## src/rtl/core/xml_entity_escaper_assert.svh

```systemverilog
// Assertion macros for the XML entity escaper.
// Each check is sampled on the rising clock edge and is off while reset is active.
`ifndef XML_ENTITY_ESCAPER_ASSERT_SVH
`define XML_ENTITY_ESCAPER_ASSERT_SVH

`ifndef SYNTHESIS
`define XEE_ASSERT_SAME(label, clk, rst_n, ante, cons, msg) \
  label: assert property (@(posedge clk) disable iff (!rst_n) (ante) |-> (cons)) \
    else $error(msg);
`define XEE_ASSERT_NEXT(label, clk, rst_n, ante, cons, msg) \
  label: assert property (@(posedge clk) disable iff (!rst_n) (ante) |=> (cons)) \
    else $error(msg);
`else
`define XEE_ASSERT_SAME(label, clk, rst_n, ante, cons, msg)
`define XEE_ASSERT_NEXT(label, clk, rst_n, ante, cons, msg)
`endif

`endif

```

## src/rtl/core/xee_pkg.sv

```systemverilog
`default_nettype none

package xee_pkg;

  typedef enum logic [2:0] {
    ESC_PASS,
    ESC_LT,
    ESC_GT,
    ESC_AMP,
    ESC_QUOT,
    ESC_APOS,
    ESC_CREF
  } esc_kind_t;

  // one classified input byte, as it waits between front and back
  typedef struct packed {
    esc_kind_t  kind;
    logic [7:0] ch;
    logic [2:0] len;
    logic       text_end;
  } esc_item_t;

  localparam logic [7:0] CH_TAB  = 8'h09;
  localparam logic [7:0] CH_LF   = 8'h0A;
  localparam logic [7:0] CH_DQ   = 8'h22;
  localparam logic [7:0] CH_AMP  = 8'h26;
  localparam logic [7:0] CH_APOS = 8'h27;
  localparam logic [7:0] CH_LT   = 8'h3C;
  localparam logic [7:0] CH_GT   = 8'h3E;
  localparam logic [7:0] CH_SPC  = 8'h20;

  localparam logic [2:0] LEN_ONE  = 3'd1;
  localparam logic [2:0] LEN_FOUR = 3'd4;
  localparam logic [2:0] LEN_FIVE = 3'd5;
  localparam logic [2:0] LEN_SIX  = 3'd6;

endpackage

`default_nettype wire

```

## src/rtl/core/xml_entity_escaper.sv

```systemverilog
// Bytes are registered in the item queue, then in the output register.
// Output: one byte per cycle while items are queued, 1 to 6 per input byte.
// Throughput: one item per cycle for pass-through bytes; escaped bytes hold
// the emitter for 4 to 6 entity bytes; busy rises once the item queue fills.
// Reset (rst_n low, synchronous) empties the queue and drops out_valid.
// The receiver cannot stall; every out_valid cycle is one transfer.
`default_nettype none

module xml_entity_escaper #(
  parameter int QUEUE_DEPTH = 2
) (
  input  wire logic       clk,
  input  wire logic       rst_n,
  input  wire logic       start,
  output logic            busy,
  input  wire logic [7:0] in_char_byte,
  input  wire logic       in_attribute_mode,
  input  wire logic       in_text_end,
  output logic            out_valid,
  output logic [7:0]      out_byte,
  output logic            out_item_last,
  output logic            out_string_last
);
  import xee_pkg::*;

  esc_item_t push_item;
  esc_item_t head;
  logic      push, pop, empty, full;

  xee_front u_front (
    .start             (start),
    .in_char_byte      (in_char_byte),
    .in_attribute_mode (in_attribute_mode),
    .in_text_end       (in_text_end),
    .full_i            (full),
    .busy              (busy),
    .push_o            (push),
    .item_o            (push_item)
  );

  xee_queue #(
    .DEPTH (QUEUE_DEPTH)
  ) u_queue (
    .clk     (clk),
    .rst_n   (rst_n),
    .push_i  (push),
    .item_i  (push_item),
    .pop_i   (pop),
    .head_o  (head),
    .empty_o (empty),
    .full_o  (full)
  );

  xee_back u_back (
    .clk             (clk),
    .rst_n           (rst_n),
    .head_i          (head),
    .empty_i         (empty),
    .pop_o           (pop),
    .out_valid       (out_valid),
    .out_byte        (out_byte),
    .out_item_last   (out_item_last),
    .out_string_last (out_string_last)
  );

endmodule

`default_nettype wire

```

## src/rtl/core/xee_front.sv

```systemverilog
`default_nettype none

module xee_front (
  input  wire logic              start,
  input  wire logic [7:0]        in_char_byte,
  input  wire logic              in_attribute_mode,
  input  wire logic              in_text_end,
  input  wire logic              full_i,
  output logic                   busy,
  output logic                   push_o,
  output xee_pkg::esc_item_t     item_o
);
  import xee_pkg::*;

  always_comb begin
    item_o.ch       = in_char_byte;
    item_o.text_end = in_text_end;
    item_o.kind     = ESC_PASS;
    item_o.len      = LEN_ONE;
    if (in_char_byte == CH_LT) begin
      item_o.kind = ESC_LT;
      item_o.len  = LEN_FOUR;
    end else if (in_char_byte == CH_GT) begin
      item_o.kind = ESC_GT;
      item_o.len  = LEN_FOUR;
    end else if (in_char_byte == CH_AMP) begin
      item_o.kind = ESC_AMP;
      item_o.len  = LEN_FIVE;
    end else if (in_attribute_mode && in_char_byte == CH_DQ) begin
      item_o.kind = ESC_QUOT;
      item_o.len  = LEN_SIX;
    end else if (in_attribute_mode && in_char_byte == CH_APOS) begin
      item_o.kind = ESC_APOS;
      item_o.len  = LEN_SIX;
    end else if (in_char_byte < CH_SPC && in_char_byte != CH_TAB &&
                 in_char_byte != CH_LF) begin
      // &#xN; or &#x1N;
      item_o.kind = ESC_CREF;
      item_o.len  = in_char_byte[4] ? LEN_SIX : LEN_FIVE;
    end
  end

  assign busy   = full_i;
  assign push_o = start && !full_i;

endmodule

`default_nettype wire

```

## src/rtl/core/xee_queue.sv

```systemverilog
`default_nettype none

module xee_queue #(
  parameter int DEPTH = 2
) (
  input  wire logic               clk,
  input  wire logic               rst_n,
  input  wire logic               push_i,
  input  wire xee_pkg::esc_item_t item_i,
  input  wire logic               pop_i,
  output xee_pkg::esc_item_t      head_o,
  output logic                    empty_o,
  output logic                    full_o
);
  import xee_pkg::*;

  localparam int PW = (DEPTH > 1) ? $clog2(DEPTH) : 1;
  localparam int CW = $clog2(DEPTH + 1);

  esc_item_t       mem_r [DEPTH];
  logic [PW-1:0]   wr_ptr_r, wr_ptr_nxt;
  logic [PW-1:0]   rd_ptr_r, rd_ptr_nxt;
  logic [CW-1:0]   cnt_r, cnt_nxt;
  logic            do_push, do_pop;

  assign full_o  = (cnt_r == CW'(DEPTH));
  assign empty_o = (cnt_r == '0);
  assign do_push = push_i && !full_o;
  assign do_pop  = pop_i && !empty_o;
  assign head_o  = mem_r[rd_ptr_r];

  always_comb begin
    wr_ptr_nxt = wr_ptr_r;
    rd_ptr_nxt = rd_ptr_r;
    cnt_nxt    = cnt_r;
    if (do_push) begin
      wr_ptr_nxt = (wr_ptr_r == PW'(DEPTH - 1)) ? '0 : wr_ptr_r + 1'b1;
    end
    if (do_pop) begin
      rd_ptr_nxt = (rd_ptr_r == PW'(DEPTH - 1)) ? '0 : rd_ptr_r + 1'b1;
    end
    if (do_push && !do_pop) begin
      cnt_nxt = cnt_r + 1'b1;
    end else if (do_pop && !do_push) begin
      cnt_nxt = cnt_r - 1'b1;
    end
  end

  always_ff @(posedge clk) begin
    if (!rst_n) begin
      wr_ptr_r <= '0;
      rd_ptr_r <= '0;
      cnt_r    <= '0;
    end else begin
      wr_ptr_r <= wr_ptr_nxt;
      rd_ptr_r <= rd_ptr_nxt;
      cnt_r    <= cnt_nxt;
    end
  end

  always_ff @(posedge clk) begin
    if (do_push) begin
      mem_r[wr_ptr_r] <= item_i;
    end
  end

endmodule

`default_nettype wire

```

## src/rtl/core/xee_back.sv

```systemverilog
`default_nettype none
`include "xml_entity_escaper_assert.svh"

module xee_back (
  input  wire logic               clk,
  input  wire logic               rst_n,
  input  wire xee_pkg::esc_item_t head_i,
  input  wire logic               empty_i,
  output logic                    pop_o,
  output logic                    out_valid,
  output logic [7:0]              out_byte,
  output logic                    out_item_last,
  output logic                    out_string_last
);
  import xee_pkg::*;

  localparam logic [47:0] ENT_LT   = {"&lt;", 16'h0000};
  localparam logic [47:0] ENT_GT   = {"&gt;", 16'h0000};
  localparam logic [47:0] ENT_AMP  = {"&amp;", 8'h00};
  localparam logic [47:0] ENT_QUOT = "&quot;";
  localparam logic [47:0] ENT_APOS = "&apos;";
  localparam logic [47:0] ENT_CREF = {"&#x", 24'h000000};

  logic [2:0] idx_r, idx_nxt;
  logic       valid_r, valid_nxt;
  logic [7:0] byte_r, byte_nxt;
  logic       ilast_r, ilast_nxt;
  logic       slast_r, slast_nxt;
  logic       is_last;

  function automatic logic [7:0] pick6(input logic [47:0] s, input logic [2:0] i);
    logic [7:0] b;
    case (i)
      3'd0:    b = s[47:40];
      3'd1:    b = s[39:32];
      3'd2:    b = s[31:24];
      3'd3:    b = s[23:16];
      3'd4:    b = s[15:8];
      3'd5:    b = s[7:0];
      default: b = 8'h00;
    endcase
    return b;
  endfunction

  function automatic logic [7:0] hex_digit(input logic [3:0] nib);
    logic [7:0] b;
    b = (nib < 4'd10) ? 8'h30 + {4'h0, nib} : 8'h37 + {4'h0, nib};
    return b;
  endfunction

  function automatic logic [7:0] esc_byte(input esc_item_t it, input logic [2:0] i);
    logic [7:0] b;
    logic [2:0] tail;
    b    = 8'h00;
    tail = it.ch[4] ? i - 3'd1 : i;
    case (it.kind)
      ESC_PASS: b = it.ch;
      ESC_LT:   b = pick6(ENT_LT, i);
      ESC_GT:   b = pick6(ENT_GT, i);
      ESC_AMP:  b = pick6(ENT_AMP, i);
      ESC_QUOT: b = pick6(ENT_QUOT, i);
      ESC_APOS: b = pick6(ENT_APOS, i);
      ESC_CREF: begin
        // prefix, optional '1' for 0x10-0x1F, digit, ';'
        if (i < 3'd3) begin
          b = pick6(ENT_CREF, i);
        end else if (it.ch[4] && i == 3'd3) begin
          b = "1";
        end else if (tail == 3'd3) begin
          b = hex_digit(it.ch[3:0]);
        end else begin
          b = ";";
        end
      end
      default:  b = it.ch;
    endcase
    return b;
  endfunction

  assign is_last = (idx_r == head_i.len - 3'd1);
  assign pop_o   = !empty_i && is_last;

  always_comb begin
    idx_nxt   = idx_r;
    valid_nxt = !empty_i;
    byte_nxt  = esc_byte(head_i, idx_r);
    ilast_nxt = is_last;
    slast_nxt = is_last && head_i.text_end;
    if (!empty_i) begin
      idx_nxt = is_last ? 3'd0 : idx_r + 3'd1;
    end
  end

  always_ff @(posedge clk) begin
    if (!rst_n) begin
      idx_r   <= 3'd0;
      valid_r <= 1'b0;
    end else begin
      idx_r   <= idx_nxt;
      valid_r <= valid_nxt;
    end
  end

  always_ff @(posedge clk) begin
    byte_r  <= byte_nxt;
    ilast_r <= ilast_nxt;
    slast_r <= slast_nxt;
  end

  assign out_valid       = valid_r;
  assign out_byte        = byte_r;
  assign out_item_last   = valid_r && ilast_r;
  assign out_string_last = valid_r && slast_r;

  `XEE_ASSERT_SAME(a_idx_in_range, clk, rst_n, !empty_i, idx_r < head_i.len, "index past entity")
  `XEE_ASSERT_NEXT(a_head_emits, clk, rst_n, !empty_i, out_valid, "queued item not emitted")
  `XEE_ASSERT_NEXT(a_no_gap, clk, rst_n, out_valid && !out_item_last, out_valid, "gap in sequence")
  `XEE_ASSERT_SAME(a_slast_ilast, clk, rst_n, out_string_last, out_item_last, "string end early")

endmodule

`default_nettype wire
```

## config.mk

```make
export PLATFORM = sky130hd
export DESIGN_NAME = xml_entity_escaper
export DESIGN_NICKNAME = d
export VERILOG_FILES = /design/src/rtl/core/xee_pkg.sv /design/src/rtl/core/xml_entity_escaper.sv /design/src/rtl/core/xee_front.sv /design/src/rtl/core/xee_queue.sv /design/src/rtl/core/xee_back.sv
export VERILOG_INCLUDE_DIRS = /design/src /design/src/rtl/core
export SDC_FILE = /design/constraint.sdc
export NUM_CORES = 1
export LEC_CHECK = 0
export BUFFER_PORTS_ARGS = -buffer_cell sky130_fd_sc_hd__buf_4
export CAP_MARGIN = 20
export CORE_MARGIN = 2
export CORE_UTILIZATION = 51
export CTS_CLUSTER_SIZE = 24
export DETAILED_ROUTE_END_ITERATION = 10
export PLACE_DENSITY = 0.68
export SYNTH_ARGS = -nofsm -noshare
export SYNTH_HDL_FRONTEND = slang
export SYNTH_SLANG_ARGS = --single-unit
export TNS_END_PERCENT = 5
```

## constraint.sdc

```tcl
create_clock -name clk -period 4.1 [get_ports clk]
set_clock_uncertainty 0.1 [all_clocks]
set_input_delay 0.41 -clock clk [delete_from_list [all_inputs] [get_ports clk]]
set_output_delay 0.41 -clock clk [all_outputs]
set_load 0.05 [all_outputs]
```

# Word level (Yosys, flattened, before mapping)
# Memories as Yosys holds them, arrays and structs flattened. A register that Yosys moved wholly into a read port is not among the register bits.
# Index checks and enable logic that the tools add are counted.
dict set report classes {
  eq_ne 21
  div_mod_pow 0
  add_sub_neg 9
  mux 34
  n_shift 0
  magnitude_cmp 3
  multipliers 0
  n_reduce_logical 21
  bitwise_logic 0
}
# operator n
set op_table {}
lappend op_table {{7-bit one-hot mux with 6 select lines} 2}
lappend op_table {{7-bit one-hot mux with 4 select lines} 2}
lappend op_table {{8-bit one-hot mux with 6 select lines} 1}
lappend op_table {{3-bit two-way mux} 14}
lappend op_table {{8-bit by 6-bit == test with 1-bit output, second input constant} 5}
lappend op_table {{7-bit one-hot mux with 5 select lines} 1}
lappend op_table {{8-bit two-way mux} 4}
lappend op_table {{7-bit one-hot mux with 3 select lines} 1}
lappend op_table {{8-bit by 4-bit != test with 1-bit output, second input constant} 2}
lappend op_table {{3-bit by 2-bit == test with 1-bit output, second input constant} 5}
lappend op_table {{3-bit == test, second input constant} 5}
lappend op_table {{6-bit by 4-bit adder with 7-bit output, first input constant} 2}
lappend op_table {{1-bit logical AND} 14}
lappend op_table {{8-bit by 6-bit less-than comparator with 1-bit output, second input constant} 1}
lappend op_table {{3-bit by 1-bit == test with 1-bit output, second input constant} 2}
lappend op_table {{1-bit two-way mux} 6}
lappend op_table {{2-bit two-way mux} 3}
lappend op_table {{3-bit by 1-bit subtractor with 3-bit output, second input constant} 2}
lappend op_table {{1-bit zero test} 4}
lappend op_table {{4-bit less-than comparator, second input constant} 1}
lappend op_table {{3-bit by 1-bit adder with 3-bit output, second input constant} 1}
lappend op_table {{3-bit == test} 1}
lappend op_table {{3-bit zero test} 1}
lappend op_table {{3-bit by 2-bit less-than comparator with 1-bit output, second input constant} 1}
lappend op_table {{other kinds (6)} 7}
dict set report word_totals {
  ram_bits 30
  in_bits 13
  regBits 18
  romBits 0
  latch_bits 0
  wordCells 97
  memories 1
  out_inout_bits 12
}
# memory depth word_bits rd rd_ports_with_merged_regs wr line
set mem_list {}
lappend mem_list {u_queue.mem_r 2 15 1 1 1 xee_queue.sv:20} ;# esc_item_t mem_r [DEPTH];

# Logic depth before layout (Yosys ltp)
dict set report logic_depth {
  word_depth 9
  ltp_mapped 11
  depth_no_buf 9
}

# By module
# A second synthesis with hierarchy kept.
dict set report unflattened {
  hier_cells 281
  hier_area_um2 2927.8
}
# mod seq_area_each_um2 cells_each area_each_um2 n_inst
set modules_own_cells {}
lappend modules_own_cells {xee_back 280.3 173 1350.0 1}
lappend modules_own_cells {xee_queue 1001.0 72 1316.3 1}
lappend modules_own_cells {xee_front 0.0 36 261.5 1}

# Worst setup path after synthesis
# No wires, ideal clock.
dict set report synth_timing {
  kind {register -> register}
  from {reg with a tool-made name}
  to {reg u_queue.cnt_r[1]}
  t_required_ns 3.924
  path_buffers 2
  t_arrival_ns 2.300
  setup_time_ns 0.076
  path_stages_with_launch 11
  synth_period_minus_slack_ns 2.475
  slack_ns 1.625
  cell_sequence {dfxtp_1 > buf_6 > buf_2 > mux2i_1 > ha_1 > xnor2_1 > xnor2_1 > nand4_1 > ha_1 > or3_1 > a21boi_0}
}
# item line
set synth_rtl {}
lappend synth_rtl {{to (signal assigned)} xee_queue.sv:57} ;# cnt_r <= cnt_nxt;
lappend synth_rtl {{to (decl)} xee_queue.sv:23} ;# logic [CW-1:0] cnt_r, cnt_nxt;

==> results.cfg <==
[route]
routedWlPerCell_um = 15.69
vias = 2125
drtPass1Iterations = 4
routed_via_density = 5.903
wl_um = 5650
drt_drc_violations_left = 0
first_iter_violations = 218
antenna_left = 0

[setup_path]
setup.reg_to_reg.worst_slack_ns = 1.35
critPathKind = reg2reg
crit_slowest_cell = dfxtp_1
cp_data_required_time_ns = 4.23
critical_path_buf_inv_count = 1
endpoint = u_queue.cnt_r[1]$_SDFFE_PN0P_
max_stage_delay_ns = 0.43
arrival_ns = 2.89
reg2reg_to = u_queue.cnt_r[1]$_SDFFE_PN0P_
reg2regPathDepth = 9
path_max_fanout = 16
crit_family = adder cells
critPathCaptureType = flip-flop
cp.depth = 9
path_cells = buf_4 > mux2i_1 > ha_1 > xnor2_1 > xnor2_1 > nand4_1 > ha_1 > or3_1 > a21boi_0
startpoint_type = flip-flop

[logic_synthesis]
synth_most_common_cell = edfxtp_1
synth_edf_count = 30
synthTopCellsByCount = edfxtp_1 (30), nand2_1 (22), dfxtp_1 (19)
synth_cells = 267
synth_nets = 289
ys_types = 50
ys_seq_area_frac = 0.4682
synth_ff_type = edfxtp_1
yosys_warnings = 0
synthTopCellsByArea = edfxtp_1 (33%), dfxtp_1 (14%), mux2i_1 (5.1%)
avgSynthCellArea_um2 = 10.25
synth_top_area_cell = edfxtp_1
ys_async_sr_fraction = 0
syn_area_um2 = 2736
synth_top_area_share = 0.3292
synth_seq_cells = 49

[clocking]
clkLatencyLatePin_ns = 0.30
ctsHoldBuffers = 0
tritoncts = yes
cts.repair.resized = 0
h-tree-depth = 2
path_clk_slew_ns = 0.09
numCtsBuffers = 5
postCtsSetupRepairBufs = 0
cts_buffer_depth = 2
cts_sinks = 49
clockRootBuffer = clkbuf_8

[sta]
slew_headroom = 0.3026
rsz0062_at_grt = no
post-route-min-period_ns = 2.754
fin_ws_ns = 1.346
slew_violations = 0
tightest_slew_ns = 1.017
fmax_mhz = 363.1
report.final.hold_viol_count = 0
tns_ns = 0
fin_crit_sh = 0.6717
setup_viol = 0

[global_route]
antenna_found_initial = 0
grt_pass1_vias = 1904
grt_max_degree = 20
grt_overflow = 0
gr-usage-all-layers = 0.1988
grt_pass1_wl_um = 9425

[place]
post-place-ws_ns = 1.340
gp_congestion = 0.9628
dp_hpwl_um = 4059
port_buffers = 24

[floorplanning]
initial_utilization = 0.5324
dieArea_um2 = 5968
boundaryPins = 25
core_um2 = 5140
die_h_um = 77.25
chipWidth_um = 77.25
rows = 26

[power]
powerDensity_nw_per_um2 = 693.6
ir_worst_vdd_mv = 0.2890
p_leak_nw = 1.096

[flow_run]
cap_violations = 0

[layout]
multi_input_area_um2 = 1364
area_growth_pct = 12.44
nNetsFinal = 311
seq_area_um2 = 1281
fill_cells = 475
drive_above_1_share = 0.1621
final_core_util = 0.5986
antenna_cells = 0

[status]
outcome = completed

[worst_hold_path]
hold_path.class = in2reg
[flip-flops by register name, indices dropped and copies added, names as in the netlist, named ones only]
| register | flops |
|---|---|
| u_queue.wr_ptr_r | 1 |
| u_queue.rd_ptr_r | 1 |
| u_queue.mem_r | 30 |
| u_back.out_byte | 8 |
| u_back.ilast_r | 1 |
| u_back.idx_r | 3 |
| u_queue.cnt_r | 2 |
| u_back.out_valid | 1 |
| u_back.slast_r | 1 |
[cells in the final DEF (no fill, tap or decap), types with 4 or more instances in the layout]
cell type,instances
a21boi_0,7
a21oi_1,10
a22oi_1,4
a31oi_1,4
a32oi_1,4
and2_1,5
buf_4,28
clkbuf_8,6
dfxtp_1,19
edfxtp_1,30
ha_1,9
inv_1,9
mux2_2,7
mux2i_1,14
nand2_1,22
nand3_1,6
nand4_1,4
nor2_1,15
nor2b_1,5
nor3_1,6
o211ai_1,5
o21a_1,6
o21ai_0,14
xnor2_1,7
[metrics by stage]
stage,instances,hold WS (ns),cell area [um2],power (mW)
2_1_floorplan,267,0.3525,2736,1.548
3_3_place_gp,352,0.3670,2977,1.816
3_5_place_dp,352,0.3847,2977,1.824
4_1_cts,360,0.1743,3077,2.129
5_1_grt,360,0.1753,3077,2.272
6_report,360,0.1836,3077,2.134
[cell families (layout without fill, tap and decap cells)]
family | after synthesis | count (layout) | synth area share
and+or+nand+nor | 80 | 80 | 0.1472
adders and majority gates | 10 | 10 | 0.04481
muxes | 21 | 21 | 0.08002
buffers and inverters | 22 | 45 | 0.03338
xor gates and xnor gates | 9 | 9 | 0.02881
AOI/OAI and AO/OA | 76 | 76 | 0.1975
DFF | 49 | 49 | 0.4682
[power breakdown]
part / switching (mW) / internal [mW] / total, mW
registers: 0.0648 / 0.646 / 0.711
clock network: 0.170 / 0.140 / 0.310
logic: 0.701 / 0.412 / 1.11
[cell type report]
| class | count | area share |
|---|---|---|
| multi-input cells | 196 | 0.4433 |
| clock buffers | 6 | 0.02684 |
| well taps | 70 | 0.02847 |
| flip-flops and latches | 49 | 0.4164 |
| clock inverters | 2 | 0.005693 |
| repair buffers | 28 | 0.06832 |
| inverters | 9 | 0.01098 |
[worst min-delay path by stage]
stage	start	depth (start not counted)	end
after global routing	in_text_end	1	u_queue.mem_r[0][0]$_DFFE_PP_
after CTS	in_text_end	1	u_queue.mem_r[0][0]$_DFFE_PP_
after detailed placement	u_queue.rd_ptr_r$_SDFFE_PN0P_	2	u_queue.rd_ptr_r$_SDFFE_PN0P_
final	in_text_end	1	u_queue.mem_r[0][0]$_DFFE_PP_
after global placement	u_queue.rd_ptr_r$_SDFFE_PN0P_	2	u_queue.rd_ptr_r$_SDFFE_PN0P_
after floorplan	u_queue.mem_r[0][11]$_DFFE_PP_	2	u_back.out_byte[7]$_DFF_P_
[layer usage]
metal  up-vias  global-route usage  wire (um)
met2        78              0.3009       2587
met3        17             0.03059        271
met1       977              0.2808       2644
li1       1053                   -          -
met4         0             0.09107        146
met5         -                   0          0
(Power assumes the default switching activity.)
